[src/rtl/smfb_pkg.sv]
// Package with the types, constants and check-octet function of the frame builder.
package smfb_pkg;

    localparam int unsigned BYTE_W  = 8;
    localparam int unsigned LEN_W   = 15;
    localparam int unsigned RES_MAX = 6;
    localparam int unsigned CNT_W   = 3;

    localparam logic [7:0] FCS_POLY       = 8'hE0;
    localparam logic [7:0] FCS_INIT       = 8'hFF;
    localparam logic [7:0] UIH_MASK       = 8'hEF;
    localparam logic [7:0] UIH_CODE       = 8'hEF;
    localparam logic [7:0] CREDIT_CONTROL = 8'hFF;
    localparam logic [LEN_W-1:0] SHORT_LEN_LIMIT = 15'd128;

    // Item kinds carried on the input tuser bit.
    localparam logic OP_HEADER = 1'b0;
    localparam logic OP_DATA   = 1'b1;

    typedef struct packed {
        logic [RES_MAX-1:0][BYTE_W-1:0] bytes;
        logic [CNT_W-1:0]               count;
        logic                           last;
    } t_result;

    typedef struct packed {
        logic [LEN_W-1:0]  bytes_left;
        logic [BYTE_W-1:0] held_check;
        logic              frame_open;
    } t_frame_state;

    typedef struct packed {
        logic              op;
        logic [BYTE_W-1:0] address;
        logic [BYTE_W-1:0] control;
        logic [BYTE_W-1:0] credits;
        logic [LEN_W-1:0]  length;
        logic [BYTE_W-1:0] data_byte;
        logic [BYTE_W-1:0] crc_ac;
    } t_item;

    // Reflected CRC-8 update over one octet, polynomial x^8+x^2+x+1.
    function automatic logic [7:0] fcs_feed(input logic [7:0] crc, input logic [7:0] octet);
        logic [7:0] c;
        c = crc ^ octet;
        for (int i = 0; i < 8; i++) begin
            c = c[0] ? ((c >> 1) ^ FCS_POLY) : (c >> 1);
        end
        return c;
    endfunction

endpackage

[src/rtl/smfb_frame_calc.sv]
// Combinational octet list and next frame state for one registered item.
module smfb_frame_calc (
    input  smfb_pkg::t_item        i_item,
    input  smfb_pkg::t_frame_state i_state,
    output smfb_pkg::t_result      o_result,
    output smfb_pkg::t_frame_state o_state
);

    logic                           is_short;
    logic                           has_credit;
    logic                           is_uih;
    logic                           len_zero;
    logic [smfb_pkg::BYTE_W-1:0]    len_lo;
    logic [smfb_pkg::BYTE_W-1:0]    len_hi;
    logic [smfb_pkg::BYTE_W-1:0]    crc_all;
    logic [smfb_pkg::BYTE_W-1:0]    check;
    logic [smfb_pkg::LEN_W-1:0]     left_dec;

    always_comb begin
        is_short   = (i_item.length < smfb_pkg::SHORT_LEN_LIMIT);
        has_credit = (i_item.control == smfb_pkg::CREDIT_CONTROL);
        is_uih     = ((i_item.control & smfb_pkg::UIH_MASK) == smfb_pkg::UIH_CODE);
        len_zero   = (i_item.length == '0);
        len_lo     = is_short ? {i_item.length[6:0], 1'b1} : {i_item.length[6:0], 1'b0};
        len_hi     = i_item.length[14:7];
        crc_all    = smfb_pkg::fcs_feed(i_item.crc_ac, len_lo);
        if (!is_short) begin
            crc_all = smfb_pkg::fcs_feed(crc_all, len_hi);
        end
        check    = is_uih ? ~i_item.crc_ac : ~crc_all;
        left_dec = i_state.bytes_left - 15'd1;

        o_result = '0;
        o_state  = i_state;

        if (i_item.op == smfb_pkg::OP_HEADER) begin
            o_result.bytes[0] = i_item.address;
            o_result.bytes[1] = i_item.control;
            o_result.bytes[2] = len_lo;
            if (is_short) begin
                o_result.bytes[3] = has_credit ? i_item.credits : check;
                o_result.bytes[4] = check;
            end else begin
                o_result.bytes[3] = len_hi;
                o_result.bytes[4] = has_credit ? i_item.credits : check;
            end
            o_result.bytes[5] = check;
            o_result.count = 3'd2 + (is_short ? 3'd1 : 3'd2)
                           + {2'b00, has_credit} + {2'b00, len_zero};
            o_result.last  = len_zero;
            o_state.bytes_left = i_item.length;
            o_state.held_check = check;
            o_state.frame_open = !len_zero;
        end else if (i_state.frame_open) begin
            o_result.bytes[0]  = i_item.data_byte;
            o_result.bytes[1]  = i_state.held_check;
            o_state.bytes_left = left_dec;
            if (left_dec == '0) begin
                o_result.count     = 3'd2;
                o_result.last      = 1'b1;
                o_state.frame_open = 1'b0;
            end else begin
                o_result.count = 3'd1;
            end
        end
    end

endmodule

[src/rtl/smfb_out_shifter.sv]
// Output register that holds one item's octets and shifts them out one per transfer.
module smfb_out_shifter (
    input  logic                        i_clk,
    input  logic                        i_rst_n,
    input  logic                        i_load,
    input  smfb_pkg::t_result           i_result,
    output logic                        o_load_ok,
    output logic                        o_m_axis_tvalid,
    input  logic                        i_m_axis_tready,
    output logic [smfb_pkg::BYTE_W-1:0] o_m_axis_tdata,
    output logic                        o_m_axis_tlast
);

    logic [smfb_pkg::RES_MAX-1:0][smfb_pkg::BYTE_W-1:0] r_buf;
    logic [smfb_pkg::CNT_W-1:0]                          r_cnt;
    logic                                                r_last;
    logic                                                xfer;

    assign o_m_axis_tvalid = (r_cnt != '0);
    assign o_m_axis_tdata  = r_buf[0];
    assign o_m_axis_tlast  = r_last && (r_cnt == 3'd1);
    assign xfer            = o_m_axis_tvalid && i_m_axis_tready;
    assign o_load_ok       = (r_cnt == '0) || ((r_cnt == 3'd1) && i_m_axis_tready);

    always_ff @(posedge i_clk) begin
        if (!i_rst_n) begin
            r_cnt <= '0;
        end else if (i_load) begin
            r_cnt <= i_result.count;
        end else if (xfer) begin
            r_cnt <= r_cnt - 3'd1;
        end
    end

    always_ff @(posedge i_clk) begin
        if (i_load) begin
            r_buf  <= i_result.bytes;
            r_last <= i_result.last;
        end else if (xfer) begin
            for (int i = 0; i < smfb_pkg::RES_MAX - 1; i++) begin
                r_buf[i] <= r_buf[i+1];
            end
        end
    end

endmodule

[src/rtl/serial_mux_frame_builder_core.sv]
// Top level of the multiplexer basic-frame builder with frame check octet.
//
// The block turns header and payload items into a stream of frame octets. An
// input transfer lands in an input register; short combinational logic then
// forms the item's octets and the next frame state in one pass and loads them
// into an output shift register, which sends one octet per output transfer.
// While the output is not stalled, payload streams at one octet per clock;
// the final payload item also carries the check octet. A header item emits
// address, control, one or two length octets, an optional credits octet,
// and the check octet when the length is zero, one octet per output
// transfer through the single-octet output port. A payload item with no open
// frame is dropped without emitting anything. An input transfer passes
// through the input register and the output register before its first
// octet appears. tlast marks the check octet that closes a frame; a frame
// abandoned by a new header ends without one.
module serial_mux_frame_builder_core (
    input  logic        i_clk,
    input  logic        i_rst_n,
    input  logic        i_s_axis_tvalid,
    output logic        o_s_axis_tready,
    // tdata, lowest bit up: address[7:0], control[15:8], credits[23:16],
    // length[38:24], data_byte[46:39], zero pad[47].
    input  logic [47:0] i_s_axis_tdata,
    // tuser: op[0] (0 = header item, 1 = payload item).
    input  logic        i_s_axis_tuser,
    output logic        o_m_axis_tvalid,
    input  logic        i_m_axis_tready,
    // tdata: out_byte[7:0].
    output logic [7:0]  o_m_axis_tdata,
    output logic        o_m_axis_tlast
);

    // Input register: holds one item until its octets can move to the output.
    logic                   r_in_valid;
    smfb_pkg::t_item        r_item;
    smfb_pkg::t_item        n_item;

    // Frame state carried from item to item.
    smfb_pkg::t_frame_state r_state;
    smfb_pkg::t_frame_state n_state;

    smfb_pkg::t_result      calc_result;
    logic                   load_ok;
    logic                   advance;
    logic                   in_xfer;

    // The item leaves the input register when it emits nothing or when the
    // output register is empty or emptying in this cycle.
    assign advance = r_in_valid && ((calc_result.count == '0) || load_ok);
    assign o_s_axis_tready = i_rst_n && (!r_in_valid || advance);
    assign in_xfer = i_s_axis_tvalid && o_s_axis_tready;

    // The address/control part of the check octet only depends on the input
    // fields, so it is formed on the way into the input register.
    always_comb begin
        n_item.op        = i_s_axis_tuser;
        n_item.address   = i_s_axis_tdata[7:0];
        n_item.control   = i_s_axis_tdata[15:8];
        n_item.credits   = i_s_axis_tdata[23:16];
        n_item.length    = i_s_axis_tdata[38:24];
        n_item.data_byte = i_s_axis_tdata[46:39];
        n_item.crc_ac    = smfb_pkg::fcs_feed(
                               smfb_pkg::fcs_feed(smfb_pkg::FCS_INIT, i_s_axis_tdata[7:0]),
                               i_s_axis_tdata[15:8]);
    end

    always_ff @(posedge i_clk) begin
        if (!i_rst_n) begin
            r_in_valid <= 1'b0;
        end else if (in_xfer) begin
            r_in_valid <= 1'b1;
        end else if (advance) begin
            r_in_valid <= 1'b0;
        end
    end

    always_ff @(posedge i_clk) begin
        if (in_xfer) begin
            r_item <= n_item;
        end
    end

    always_ff @(posedge i_clk) begin
        if (!i_rst_n) begin
            r_state <= '0;
        end else if (advance) begin
            r_state <= n_state;
        end
    end

    smfb_frame_calc u_calc (
        .i_item   (r_item),
        .i_state  (r_state),
        .o_result (calc_result),
        .o_state  (n_state)
    );

    smfb_out_shifter u_out (
        .i_clk           (i_clk),
        .i_rst_n         (i_rst_n),
        .i_load          (advance && (calc_result.count != '0)),
        .i_result        (calc_result),
        .o_load_ok       (load_ok),
        .o_m_axis_tvalid (o_m_axis_tvalid),
        .i_m_axis_tready (i_m_axis_tready),
        .o_m_axis_tdata  (o_m_axis_tdata),
        .o_m_axis_tlast  (o_m_axis_tlast)
    );

endmodule

[config.mk]
export PLATFORM = sky130hd
export DESIGN_NAME = serial_mux_frame_builder_core
export DESIGN_NICKNAME = d
export VERILOG_FILES = /design/src/rtl/smfb_pkg.sv /design/src/rtl/smfb_frame_calc.sv /design/src/rtl/smfb_out_shifter.sv /design/src/rtl/serial_mux_frame_builder_core.sv
export SDC_FILE = /design/constraint.sdc
export NUM_CORES = 1
export LEC_CHECK = 0
export BUFFER_PORTS_ARGS = -buffer_cell sky130_fd_sc_hd__buf_4
export CAP_MARGIN = 10
export CORE_MARGIN = 2
export CORE_UTILIZATION = 65
export DETAILED_ROUTE_END_ITERATION = 10
export GPL_ROUTABILITY_DRIVEN = 0
export GPL_TIMING_DRIVEN = 0
export PLACE_DENSITY_LB_ADDON = 0.2
export SLEW_MARGIN = 25
export SYNTH_ARGS = -nofsm -noshare
export SYNTH_HDL_FRONTEND = slang
export SYNTH_HIERARCHICAL = 1
export SYNTH_SLANG_ARGS = --single-unit
[constraint.sdc]
create_clock -name i_clk -period 7.7 [get_ports i_clk]
set_input_delay 1.155 -clock i_clk [delete_from_list [all_inputs] [get_ports i_clk]]
set_output_delay 1.155 -clock i_clk [all_outputs]
set_load 0.02 [all_outputs]
# ---- Word-level counts from Yosys, hierarchy flattened
# Cells that the tools add are included.
dict set report word_totals {
  ff_bits 133
  latch_bits 0
  ramBits 0
  romBits 0
  in_bits 53
  out_inout_bits 11
  elab_cells 145
  memories 0
}
dict set report op_classes {
  addsub 5
  n_mul 0
  div_mod_pow 0
  n_lt_le_gt_ge 1
  eq_ne 4
  n_shift 0
  mux 54
  bitwise 39
  n_reduce_logical 22
}
# op n
set ops {}
lappend ops {{$mux 8} 34}
lappend ops {{$not 2->3} 32}
lappend ops {{$mux 40} 2}
lappend ops {{$mux 20} 2}
lappend ops {{$logic_not 15->1} 2}
lappend ops {{$mux 15} 2}
lappend ops {{$mux 24} 1}
lappend ops {{$not 8->8} 3}
lappend ops {{$xor 8x8->8} 3}
lappend ops {{$mux 16} 1}
lappend ops {{$lt 15x8->1 const B} 1}
lappend ops {{$sub 15x1->15 const B} 1}
lappend ops {{$eq 8x8->1 const B} 1}
lappend ops {{$eq 7x7->1 const B} 1}
lappend ops {{$logic_and 1x1->1} 7}
lappend ops {{$mux 1} 7}
lappend ops {{$mux 7} 1}
lappend ops {{$add 3x1->3} 2}
lappend ops {{$logic_not 3->1} 2}
lappend ops {{$mux 3} 2}
lappend ops {{$reduce_bool 3->1} 2}
lappend ops {{$mux 2} 2}
lappend ops {{$reduce_and 2->1} 2}
lappend ops {{$reduce_bool 2->1} 2}
lappend ops {{7 further kinds} 10}

# ---- Longest topological paths before layout
# Gate-level depths: netlist (run 1).
dict set report depth {
  word_depth 43
  depth_mapped 18
}

# ---- Modules after synthesis
# Netlist (run 1), hierarchy kept.
# mod n_inst cells_each area_per_inst_um2 seq_area_each_um2
set by_module_without_submodules {}
lappend by_module_without_submodules {serial_mux_frame_builder_core 1 200 2934.1 2182.1}
lappend by_module_without_submodules {smfb_out_shifter 1 132 2282.2 1531.5}
lappend by_module_without_submodules {smfb_frame_calc 1 331 2248.4 0.0}

# ---- Worst setup path before layout (run 1)
# No wires, ideal clock.
dict set report synth_timing {
  path_type {register -> register}
  from {register r_item[24] (netlist bit)}
  to {register u_out.r_buf, in the netlist u_out/o_m_axis_tdata[0] (enable)}
  setup_time_ps 398
  arrival_ps 4692
  t_required_ps 7302
  path_slack_ps 2610
  stages_incl_launch_ff 17
  path_buffers 4
  path_cell_list {edfxtp_1 -> clkbuf_1 -> nor4_1 -> nand2_1 -> inv_2 -> buf_1 -> nand3_1 -> fa_1 -> ha_1 -> o21ai_0 -> nor3_1 -> o21ai_1 -> clkbuf_1 -> nor2_1 -> buf_6 -> inv_1 -> nand2_1}
}
# item line_no
set synth_rtl {}
lappend synth_rtl {{start, declared} serial_mux_frame_builder_core.sv:35} ;# smfb_pkg::t_item r_item;
lappend synth_rtl {{start signal, assigned} serial_mux_frame_builder_core.sv:79} ;# r_item <= n_item;
lappend synth_rtl {{end signal, assigned} smfb_out_shifter.sv:37} ;# r_buf <= i_result.bytes;
lappend synth_rtl {{end signal, assigned by index} smfb_out_shifter.sv:41} ;# r_buf[i] <= r_buf[i+1];
lappend synth_rtl {{end, declared} smfb_out_shifter.sv:14} ;# logic [smfb_pkg::RES_MAX-1:0][smfb_pkg::BYTE_W-1:0] r_buf;

==> flow_summary_export.csv, run 1 <==
group,metric,value,unit
floorplanning,die_footprint,12400,um^2
setup_path,r2r_slack,1.93,ns
hold_path,hold_depth,2,
synth,netlist_area,7460,um^2
setup_path,critPathMaxStageDelay,0.81,ns
drt,routed_wire_length_per_instance,20.4,um
cts,worstSkewPairLatency,0.42,ns
final_layout,antennaDiodeCount,0,
synth,syn_inst,663,
floorplanning,core_area,11300,um^2
timing,min_period_over_period,75.0,%
power,power,0.00254,W
setup_path,endpoint_kind,"flop",
drt,num_vias,5677,
grt,grt_max_degree,57,
timing,worstMarginPinSlew,0.959,ns
hold_path,hold_path.startpoint,"r_state[12]$_SDFFE_PN0P_",
cts,post_cts_hold_buffer_count,0,
grt,gr-usage-all-layers,30.3,%
synth,synth_cell_types,60,
setup_path,path_max_fanout,33,
placed_design,numPortBuffers,62,
setup_path,path_buf_inv,5,
timing,slew_limit_fails,0,
setup_path,worst_ep_required_time,7.81,ns
timing,setup_viol,0,
setup_path,timing_worst_setup_path_type,"flop to flop",
flow_run,max_cap_violations,0,
setup_path,cp_data_arrival_time,5.89,ns
floorplanning,initial_utilization,65.9,%
timing,tns,0,ns
placed_design,place.detailed.instances,869,
cts,cts.sink_count,133,
cts,root_buffer,"sky130_fd_sc_hd__clkbuf_16",
final_layout,final_nets,805,
timing,grt_setup_unrepaired,"no",
synth,syn_avg_cell_area,11.3,um^2
setup_path,r2r_depth,16,
grt,total_grt_overflow,0,
timing,fmax,0.173,GHz
drt,post_drt_via_cell_ratio,6.30,
drt,antenna_violating_nets_post_route,0,
final_layout,post_route_cells_drive_above_1_share,21.8,%
cts,clock_tree.buffer_depth,2,
cts,cts.htree.levels,4,
setup_path,crit_path_top_delay_cell,"sky130_fd_sc_hd__nor2_1",
cts,clkTransAtPathRegs,0.06,ns
cts,cts_inserted_buffers,17,
placed_design,detailedPlace.worstSlack,2.10,ns
timing,finalWorstSetupSlack,1.93,ns
synth,ffs_w_async_s_r_synth,0,%
final_layout,syn_to_final_growth,17.4,%
power,power_density,290,nW/um^2
setup_path,critical_path.reg2reg.endpoint,"u_out/r_buf[16]$_DFFE_PP_",
placed_design,place_hpwl,12900,um
synth,ys_dominant_reg_cell,"sky130_fd_sc_hd__edfxtp_1",
setup_path,worstReg2RegStart,"r_state[12]$_SDFFE_PN0P_",
floorplanning,floorplan.die.width,111,um
drt,first_iter_violations,752,
drt,detail_route.first_pass.iterations,8,
floorplanning,io_pins,64,
drt,detail_route.drc_violations,0,
setup_path,cp_cell_sequence,"clkbuf_1, nor4_1, nand3_1, nor4_1, xor2_1, a2111oi_0, nand2b_1, o21ai_0, nor3_1, o21ai_1, clkbuf_1, nor2_1, buf_6, inv_1, nand2_2, buf_12",
timing,fin_crit,5.77,ns
floorplanning,rows,39,
setup_path,start_kind,"flop",
synth,seq_area_frac_synth,49.7,%
synth,warnings_synthesis,6,
timing,worst_setup_skew_after_layout,0.0121,ns
final_layout,most_common_cell_after_layout_fill_and_taps_aside,"sky130_fd_sc_hd__edfxtp_1",
run_status,status,"finished, final reports clean",
drt,wl,18300,um
timing,maxSlewHeadroom,35.9,%
final_layout,final_cell_mix,"105 x sky130_fd_sc_hd__edfxtp_1, 79 x sky130_fd_sc_hd__nand2_1, 70 x sky130_fd_sc_hd__buf_4",
setup_path,cpLargestDelayFamily,"simple AND/OR/NAND/NOR gates",
cts,postCtsResizedCells,0,
floorplanning,die_h,111,um
grt,global_route_wire_length_before_repair,28900,um
synth,synth_edf_count,105,
synth,synth_fp_nets,723,
power,p_leak,3.37,nW
grt,number_of_global_route_vias_before_repair,5392,
power,ir_worst_vdd,0.252,mV
grt,grt_antenna_before_repair,0,
synth,synth_seq_cells,133,
final_layout,finish.cell_count_without_fillers,901,
timing,final-hold-violation-count,0,
hold_path,worstHoldPathType,"flop to flop",
cts,cts_tree,"built",
hold_path,hold_path_end,"r_state[12]$_SDFFE_PN0P_",
cts,buffers_inserted_during_post_cts_setup_optimization,0,
through the flow:
stage	hold slack, ns	utilization, %	cell area (um^2)
floorplan	0.442	-	7460
global placement	0.450	71.6	8110
detailed placement	0.462	71.9	8130
CTS	0.471	77.4	8770
global route	0.492	77.4	8770
finish	0.469	77.4	8770
worst max path at each step:
stage                                  start                                end  cells after the start
floorplan               r_item[24]$_DFFE_PP_  u_out/o_m_axis_tdata[0]$_DFFE_PP_                     16
global placement        r_item[24]$_DFFE_PP_  u_out/o_m_axis_tdata[0]$_DFFE_PP_                     16
detailed placement  r_state[12]$_SDFFE_PN0P_  u_out/o_m_axis_tdata[3]$_DFFE_PP_                     16
CTS                 r_state[12]$_SDFFE_PN0P_          u_out/r_buf[16]$_DFFE_PP_                     16
global route        r_state[12]$_SDFFE_PN0P_          u_out/r_buf[16]$_DFFE_PP_                     16
finish              r_state[12]$_SDFFE_PN0P_          u_out/r_buf[16]$_DFFE_PP_                     16
state kept, by name, indices dropped and copies added, names as in the netlist:
signal / cells
r_state: 24
r_in_valid: 1
u_out/r_cnt: 3
u_out/r_buf: 40
r_item: 56
u_out/o_m_axis_tdata: 8
u_out/r_last: 1
cell usage after synthesis (3+ instances only):
cell / number / area share (%)
sky130_fd_sc_hd__and4_1: 3 / 0.35
sky130_fd_sc_hd__o31ai_1: 3 / 0.30
sky130_fd_sc_hd__clkbuf_1: 29 / 1.5
sky130_fd_sc_hd__and3_1: 3 / 0.25
sky130_fd_sc_hd__a21boi_0: 24 / 2.4
sky130_fd_sc_hd__xnor2_1: 52 / 6.1
sky130_fd_sc_hd__nor3b_1: 3 / 0.30
sky130_fd_sc_hd__or3_1: 4 / 0.34
sky130_fd_sc_hd__nor4_1: 7 / 0.59
sky130_fd_sc_hd__edfxtp_1: 105 / 42
sky130_fd_sc_hd__inv_1: 7 / 0.35
sky130_fd_sc_hd__nand2_1: 80 / 4.0
sky130_fd_sc_hd__nor3_1: 13 / 0.87
sky130_fd_sc_hd__a22o_1: 16 / 1.9
sky130_fd_sc_hd__and2_1: 5 / 0.42
sky130_fd_sc_hd__a21o_1: 13 / 1.3
sky130_fd_sc_hd__buf_6: 6 / 0.91
sky130_fd_sc_hd__a21oi_1: 35 / 2.3
sky130_fd_sc_hd__xnor3_1: 10 / 3.0
sky130_fd_sc_hd__ha_1: 6 / 1.0
sky130_fd_sc_hd__mux2_2: 40 / 6.0
sky130_fd_sc_hd__nor2_1: 46 / 2.3
sky130_fd_sc_hd__o21ai_0: 15 / 1.0
sky130_fd_sc_hd__mux2i_1: 3 / 0.40
sky130_fd_sc_hd__nand3_1: 14 / 0.94
sky130_fd_sc_hd__buf_4: 8 / 0.80
sky130_fd_sc_hd__dfxtp_1: 28 / 7.5
sky130_fd_sc_hd__xor2_1: 27 / 3.2
sky130_fd_sc_hd__nor2b_1: 9 / 0.75
sky130_fd_sc_hd__a211oi_1: 5 / 0.50
sky130_fd_sc_hd__o21ai_1: 5 / 0.34
per-layer routing:
metal  vias up  track usage, %  routed length [um]
li1       2534               -                   -
met1      2683            42.2                7300
met2       384            47.7                8600
met3        76            6.01                1790
met4         0            11.4                 656
met5         -               0                   0
cells by family (layout without fill, tap and decap cells):
| group | count (synthesis) | in the layout | share of synthesized area [%] |
|---|---|---|---|
| compound gates | 134 | 134 | 12.3 |
| xor+xnor | 97 | 97 | 14.6 |
| fa+ha+maj | 7 | 7 | 1.27 |
| buf+inv | 56 | 151 | 3.86 |
| flops | 133 | 133 | 49.7 |
| mux | 43 | 43 | 6.44 |
| simple gates | 193 | 193 | 11.8 |
cell type report:
type	instances	area, um^2
clock inverter	13	199
clock buffer	19	433
tap	143	179
fill	720	2550
sequential	133	3710
buffer	47	254
inverter	9	33.8
timing repair buffer	63	485
multi-input combinational	474	3470
power by group:
group,switching (W),internal (W)
logic,0.000394,0.000342
registers,0.0000481,0.000892
clock network,0.000318,0.000548
total,0.000761,0.00178
worst register-to-register path, delay by kind of cell (launching register included):
kind | cells | cell delay [ns]
buf+inv | 5 | 1.13
compound gates | 3 | 1.06
flops | 1 | 0.31
xor+xnor | 1 | 0.10
simple gates | 7 | 2.87
Power figures use the tool's default switching activity.
==> run 2, diff against run 1 <==
Settings changed: CORE_UTILIZATION 65 to 60.
Clock period 7.7 ns to 5.6 ns, I/O delays scaled along.
==> run 2 against run 1 <==
Effect of this change:
- maximum frequency is 14% higher
- routed wire length is 2.9% lower
- global-route usage is 2.2 points lower
- critical path depth is 2 higher
- combinational power is 37% higher
- first-iteration DRC count is 0.80% lower
- power is 31% higher
- utilization is 4.8 points lower
- sequential cell count stayed put
- sequential power is 37% higher
- sequential share of layout area hardly changed
- clock power is 21% higher
- critical endpoint is now u_out/o_m_axis_tdata[6]$_DFFE_PP_
- highest routed layer is now met5
==> flow_summary_export.csv, run 2 (synthesis results as in run 1) <==
group,metric,value,unit
grt,grt_antenna_before_repair,1,
final_layout,largest_register_ffs,56,
grt,total_grt_overflow,0,
power,p_leak,3.34,nW
final_layout,post_route_cells_drive_above_1_share,22.6,%
drt,routed_wire_length_per_instance,19.2,um
power,ir_worst_vdd,0.281,mV
cts,buffers_inserted_during_post_cts_setup_optimization,0,
grt,grt_max_degree,57,
timing,tns,0,ns
timing,min_period_over_period,90.2,%
final_layout,antennaDiodeCount,0,
timing,slew_limit_fails,0,
cts,post_cts_hold_buffer_count,0,
final_layout,syn_to_final_growth,17.4,%
timing,hold-worst-slack,0.468,ns
cts,cts_tree,"built",
setup_path,worst_ep_required_time,5.72,ns
grt,global_route_wire_length_before_repair,27800,um
floorplanning,die_h,116,um
final_layout,final_area,8760,um^2
floorplanning,initial_utilization,61.9,%
placed_design,place_hpwl,13000,um
cts,cts.htree.levels,4,
cts,cts.sink_count,133,
drt,detail_route.first_pass.iterations,6,
run_status,status,"finished, final reports clean",
setup_path,path_max_fanout,31,
setup_path,start_kind,"flop",
final_layout,largestRegisters,"r_item (56), u_out/r_buf (40), r_state (24)",
final_layout,final_cell_mix,"105 x sky130_fd_sc_hd__edfxtp_1, 79 x sky130_fd_sc_hd__nand2_1, 70 x sky130_fd_sc_hd__buf_4",
setup_path,endpoint_kind,"flop",
floorplanning,die_footprint,13300,um^2
grt,gr-usage-all-layers,28.1,%
floorplanning,core_area,12100,um^2
hold_path,hold_path.startpoint,"r_state[12]$_SDFFE_PN0P_",
grt,number_of_global_route_vias_before_repair,5263,
timing,fin_crit,5.05,ns
cts,postCtsResizedCells,1,
final_layout,regMostFlops,"r_item",
power,power_density,381,nW/um^2
hold_path,worstHoldPathType,"flop to flop",
timing,worstMarginPinSlew,0.665,ns
floorplanning,io_pins,64,
final_layout,most_common_cell_after_layout_fill_and_taps_aside,"sky130_fd_sc_hd__edfxtp_1",
cts,clock_tree.buffer_depth,2,
timing,setup_viol,0,
cts,root_buffer,"sky130_fd_sc_hd__clkbuf_16",
floorplanning,floorplan.die.width,116,um
final_layout,final_nets,805,
floorplanning,rows,40,
placed_design,numPortBuffers,62,
final_layout,fillers,807,
cts,worstSkewPairLatency,0.43,ns
drt,wl,17800,um
cts,cts_inserted_buffers,17,
power,power,0.00334,W
drt,detail_route.drc_violations,0,
setup_path,r2r_depth,18,
setup_path,worstReg2RegStart,"r_state[9]$_SDFFE_PN0P_",
drt,num_vias,5455,
hold_path,hold_depth,2,
timing,final-hold-violation-count,0,
timing,fmax,0.198,GHz
placed_design,place_area,8190,um^2
drt,post_drt_via_cell_ratio,5.89,
setup_path,timing_worst_setup_path_type,"flop to flop",
setup_path,cp-startpoint,"r_state[9]$_SDFFE_PN0P_",
cts,clkTransAtPathRegs,0.06,ns
setup_path,cp_data_arrival_time,5.17,ns
drt,antenna_violating_nets_post_route,0,
flow_run,max_cap_violations,0,
setup_path,r2r_slack,0.55,ns
drt,first_iter_violations,746,
timing,worst_setup_skew_after_layout,0.0136,ns
timing,maxSlewHeadroom,54.5,%
## run 2: cell types whose count changed in the layout (fill, tap and decap cells not counted), moves of 2 or more
cell	before	now
sky130_fd_sc_hd__bufinv_16	4	1
sky130_fd_sc_hd__clkbuf_1	31	28
sky130_fd_sc_hd__clkinv_2	0	3
sky130_fd_sc_hd__clkinvlp_4	2	5
sky130_fd_sc_hd__clkinv_4	3	1
## run 2: final timing paths
check                                                    endpoint
worst max-delay path            u_out/o_m_axis_tdata[6]$_DFFE_PP_
worst min-delay path                     r_state[12]$_SDFFE_PN0P_
worst max register to register  u_out/o_m_axis_tdata[6]$_DFFE_PP_
worst min register to register           r_state[12]$_SDFFE_PN0P_
## run 2: per-stage QoR
stage / instances / worst slack, ns / utilization, %
global route: 926 / -0.0309 / 72.7
finish: 926 / 0.550 / 72.7
CTS: 927 / 0.0932 / 72.6
floorplan: 663 / 0.510 / -
global placement: 893 / -0.848 / 67.5
detailed placement: 895 / -0.0504 / 67.9
## run 2: final cells by class
type	count	area, um^2	share of cell area (%)
inverters	9	33.8	0.385
clock buffers	17	425	4.85
clock inverters	15	130	1.48
plain buffers	46	251	2.87
well taps	168	210	2.40
multi-input cells	474	3490	39.8
repair buffers	64	513	5.85
flip-flops and latches	133	3710	42.4
## run 2: where the power goes
part | switching, W | internal, W | total, W
clock | 0.000437 | 0.000610 | 0.00105
combinational | 0.000534 | 0.000473 | 0.00101
sequential | 0.0000621 | 0.00123 | 0.00129
total | 0.00103 | 0.00231 | 0.00334
## run 2: worst max-delay path: stages, from the launching register on
cell	delay [ns]
sky130_fd_sc_hd__dfxtp_1	0.38
sky130_fd_sc_hd__inv_1	0.09
sky130_fd_sc_hd__ha_1	0.15
sky130_fd_sc_hd__clkbuf_1	0.31
sky130_fd_sc_hd__nor3b_1	0.30
sky130_fd_sc_hd__xor2_1	0.10
sky130_fd_sc_hd__nor3b_1	0.21
sky130_fd_sc_hd__o2111ai_1	0.15
sky130_fd_sc_hd__a2111oi_0	0.55
sky130_fd_sc_hd__nand2b_1	0.21
sky130_fd_sc_hd__o21ai_0	0.14
sky130_fd_sc_hd__nor3_2	0.38
sky130_fd_sc_hd__o21ai_1	0.27
sky130_fd_sc_hd__clkbuf_2	0.33
sky130_fd_sc_hd__nor2_4	0.34
sky130_fd_sc_hd__buf_6	0.21
sky130_fd_sc_hd__inv_1	0.10
sky130_fd_sc_hd__nand2_2	0.25
sky130_fd_sc_hd__buf_12	0.25
## run 2: layer usage
metal	part of all wire, %	vias to the layer above	global-route usage, %
met1	43	2589	40.1
met2	46	276	42.3
met4	2.6	2	9.96
met3	7.7	50	6.96
met5	0.073	-	0
li1	-	2538	-
==> run 3, diff against run 2 <==
Settings changed: REMOVE_ABC_BUFFERS from default to 1.
==> run 3 against run 2 <==
Effect of this change:
- count of clock-buffer cells in the layout rose by 6
- clock power hardly changed
- non-clock buffer count decreased by 38
- register-to-register slack got worse by 0.03 ns
- largest cell class unchanged
- highest routed layer is now met4
==> flow_summary_export.csv, run 3 (synthesis results as in run 1) <==
group,metric,value,unit
final_layout,antennaDiodeCount,0,
final_layout,post_route_cells_drive_above_1_share,22.1,%
timing,slew_limit_fails,0,
flow_run,max_cap_violations,0,
setup_path,timing_worst_setup_path_type,"flop to primary output",
grt,gr-usage-all-layers,27.1,%
floorplanning,die_h,116,um
grt,number_of_global_route_vias_before_repair,5006,
final_layout,final_nets,767,
drt,antenna_violating_nets_post_route,0,
final_layout,syn_to_final_growth,15.9,%
setup_path,endpoint_kind,"primary output",
grt,total_grt_overflow,0,
drt,wl,17400,um
cts,root_buffer,"sky130_fd_sc_hd__clkbuf_16",
hold_path,hold_path.startpoint,"r_state[5]$_SDFFE_PN0P_",
grt,grt_antenna_before_repair,0,
setup_path,start_kind,"flop",
power,p_leak,3.29,nW
floorplanning,initial_utilization,61.9,%
cts,clkTransAtPathRegs,0.05,ns
timing,final-hold-violation-count,0,
timing,tns,0,ns
power,power,0.00328,W
final_layout,largest_register_ffs,56,
power,power_density,380,nW/um^2
timing,maxSlewHeadroom,29.7,%
run_status,status,"finished, final reports clean",
drt,num_vias,5251,
setup_path,cp_data_arrival_time,4.38,ns
timing,finalWorstSetupSlack,0.375,ns
floorplanning,die_footprint,13300,um^2
placed_design,numPortBuffers,62,
setup_path,worst_ep_required_time,4.76,ns
final_layout,fillers,816,
floorplanning,io_pins,64,
drt,detail_route.first_pass.iterations,5,
drt,post_drt_via_cell_ratio,5.91,
cts,cts.sink_count,133,
final_layout,regMostFlops,"r_item",
setup_path,critical_path.reg2reg.endpoint,"u_out/r_buf[8]$_DFFE_PP_",
floorplanning,floorplan.die.width,116,um
setup_path,r2r_slack,0.52,ns
drt,routed_wire_length_per_instance,19.6,um
grt,global_route_wire_length_before_repair,26800,um
timing,worst_setup_skew_after_layout,0.00659,ns
power,ir_worst_vdd,0.294,mV
cts,cts_inserted_buffers,17,
floorplanning,core_area,12100,um^2
placed_design,detailedPlace.worstSlack,-0.255,ns
cts,cts.htree.levels,4,
setup_path,path_max_fanout,19,
final_layout,largestRegisters,"r_item (56), u_out/r_buf (40), r_state (24)",
floorplanning,rows,40,
placed_design,place_hpwl,11600,um
cts,cts_tree,"built",
timing,fmax,0.191,GHz
final_layout,most_common_cell_after_layout_fill_and_taps_aside,"sky130_fd_sc_hd__edfxtp_1",
hold_path,hold_depth,2,
hold_path,worstHoldPathType,"flop to flop",
timing,setup_viol,0,
cts,clock_tree.buffer_depth,2,
timing,fin_crit,5.22,ns
setup_path,worstReg2RegStart,"r_item[24]$_DFFE_PP_",
timing,grt_setup_unrepaired,"no",
grt,grt_max_degree,41,
timing,worstMarginPinSlew,1.05,ns
hold_path,hold_path_end,"r_state[5]$_SDFFE_PN0P_",
final_layout,final_cell_mix,"105 x sky130_fd_sc_hd__edfxtp_1, 79 x sky130_fd_sc_hd__nand2_1, 63 x sky130_fd_sc_hd__buf_4",
final_layout,finish.utilization,71.7,%
setup_path,r2r_depth,14,
drt,detail_route.drc_violations,0,
drt,first_iter_violations,475,
cts,worstSkewPairLatency,0.43,ns
timing,min_period_over_period,93.3,%
-- run 3: cell types whose count changed in the layout (fill, tap and decap cells not counted), sizes merged --
cell      change
clkinvlp      -2
buf           -9
clkbuf       -23
inv           -4
-- run 3: routing by layer --
layer / part of all wire [%] / routed length [um] / up-vias / track usage, %
met1: 43 / 7500 / 2549 / 36.5
li1: - / - / 2459 / -
met4: 2.2 / 391 / 0 / 11.5
met2: 48 / 8340 / 208 / 42.1
met3: 6.7 / 1170 / 35 / 6.96
met5: 0 / 0 / - / 0
-- run 3: per-stage QoR --
step | hold slack (ns) | instance area, um^2 | std cells
2_1_floorplan | 0.456 | 7210 | 616
3_3_place_gp | 0.465 | 7890 | 846
3_5_place_dp | 0.483 | 8070 | 854
4_1_cts | 0.490 | 8630 | 886
6_report | 0.484 | 8650 | 888
5_1_grt | 0.514 | 8650 | 888
-- run 3: worst max path at each step --
stage          depth (start not counted)                  from                                end
2_1_floorplan                         12  r_item[24]$_DFFE_PP_  u_out/o_m_axis_tdata[0]$_DFFE_PP_
3_3_place_gp                          12  r_item[24]$_DFFE_PP_          u_out/r_buf[35]$_DFFE_PP_
3_5_place_dp                          14  r_item[24]$_DFFE_PP_           u_out/r_buf[8]$_DFFE_PP_
4_1_cts                               14  r_item[24]$_DFFE_PP_  u_out/o_m_axis_tdata[6]$_DFFE_PP_
5_1_grt                               11  r_item[24]$_DFFE_PP_                    o_s_axis_tready
6_report                              11  r_item[24]$_DFFE_PP_                    o_s_axis_tready
-- run 3: repair_timing --
item | in CTS | in global routing
setup endpoints to repair | 40 | 40
setup buffers | 0 | 1
hold buffers | 0 | 0
gates resized for setup | 1 | 1
pin swaps | 0 | 1
-- run 3: worst max-delay path, stage by stage, from the launching register on --
cell and delay, ns:
sky130_fd_sc_hd__edfxtp_1 0.55, sky130_fd_sc_hd__nor4_1 0.42, sky130_fd_sc_hd__nand2_1 0.44, sky130_fd_sc_hd__inv_2 0.45, sky130_fd_sc_hd__nand3_1 0.24, sky130_fd_sc_hd__fa_1 0.42
sky130_fd_sc_hd__ha_1 0.30, sky130_fd_sc_hd__o21ai_0 0.13, sky130_fd_sc_hd__nor3_2 0.51, sky130_fd_sc_hd__nor3b_1 0.14, sky130_fd_sc_hd__nor2b_1 0.18, sky130_fd_sc_hd__buf_4 0.16
-- run 3: power by group --
| part | switching, W | internal, W |
|---|---|---|
| Sequential | 0.0000739 | 0.00123 |
| Combinational | 0.000487 | 0.000464 |
| Clock | 0.000404 | 0.000629 |
| Total | 0.000965 | 0.00232 |
-- run 3: final cells by class --
type | instances | area [um^2] | area share, %
clock buffer | 23 | 468 | 5.41
clock inverter | 9 | 80.1 | 0.926
inverter | 9 | 33.8 | 0.391
multi-input combinational | 474 | 3500 | 40.4
sequential | 133 | 3710 | 42.9
tap | 168 | 210 | 2.43
timing repair buffer | 72 | 647 | 7.48
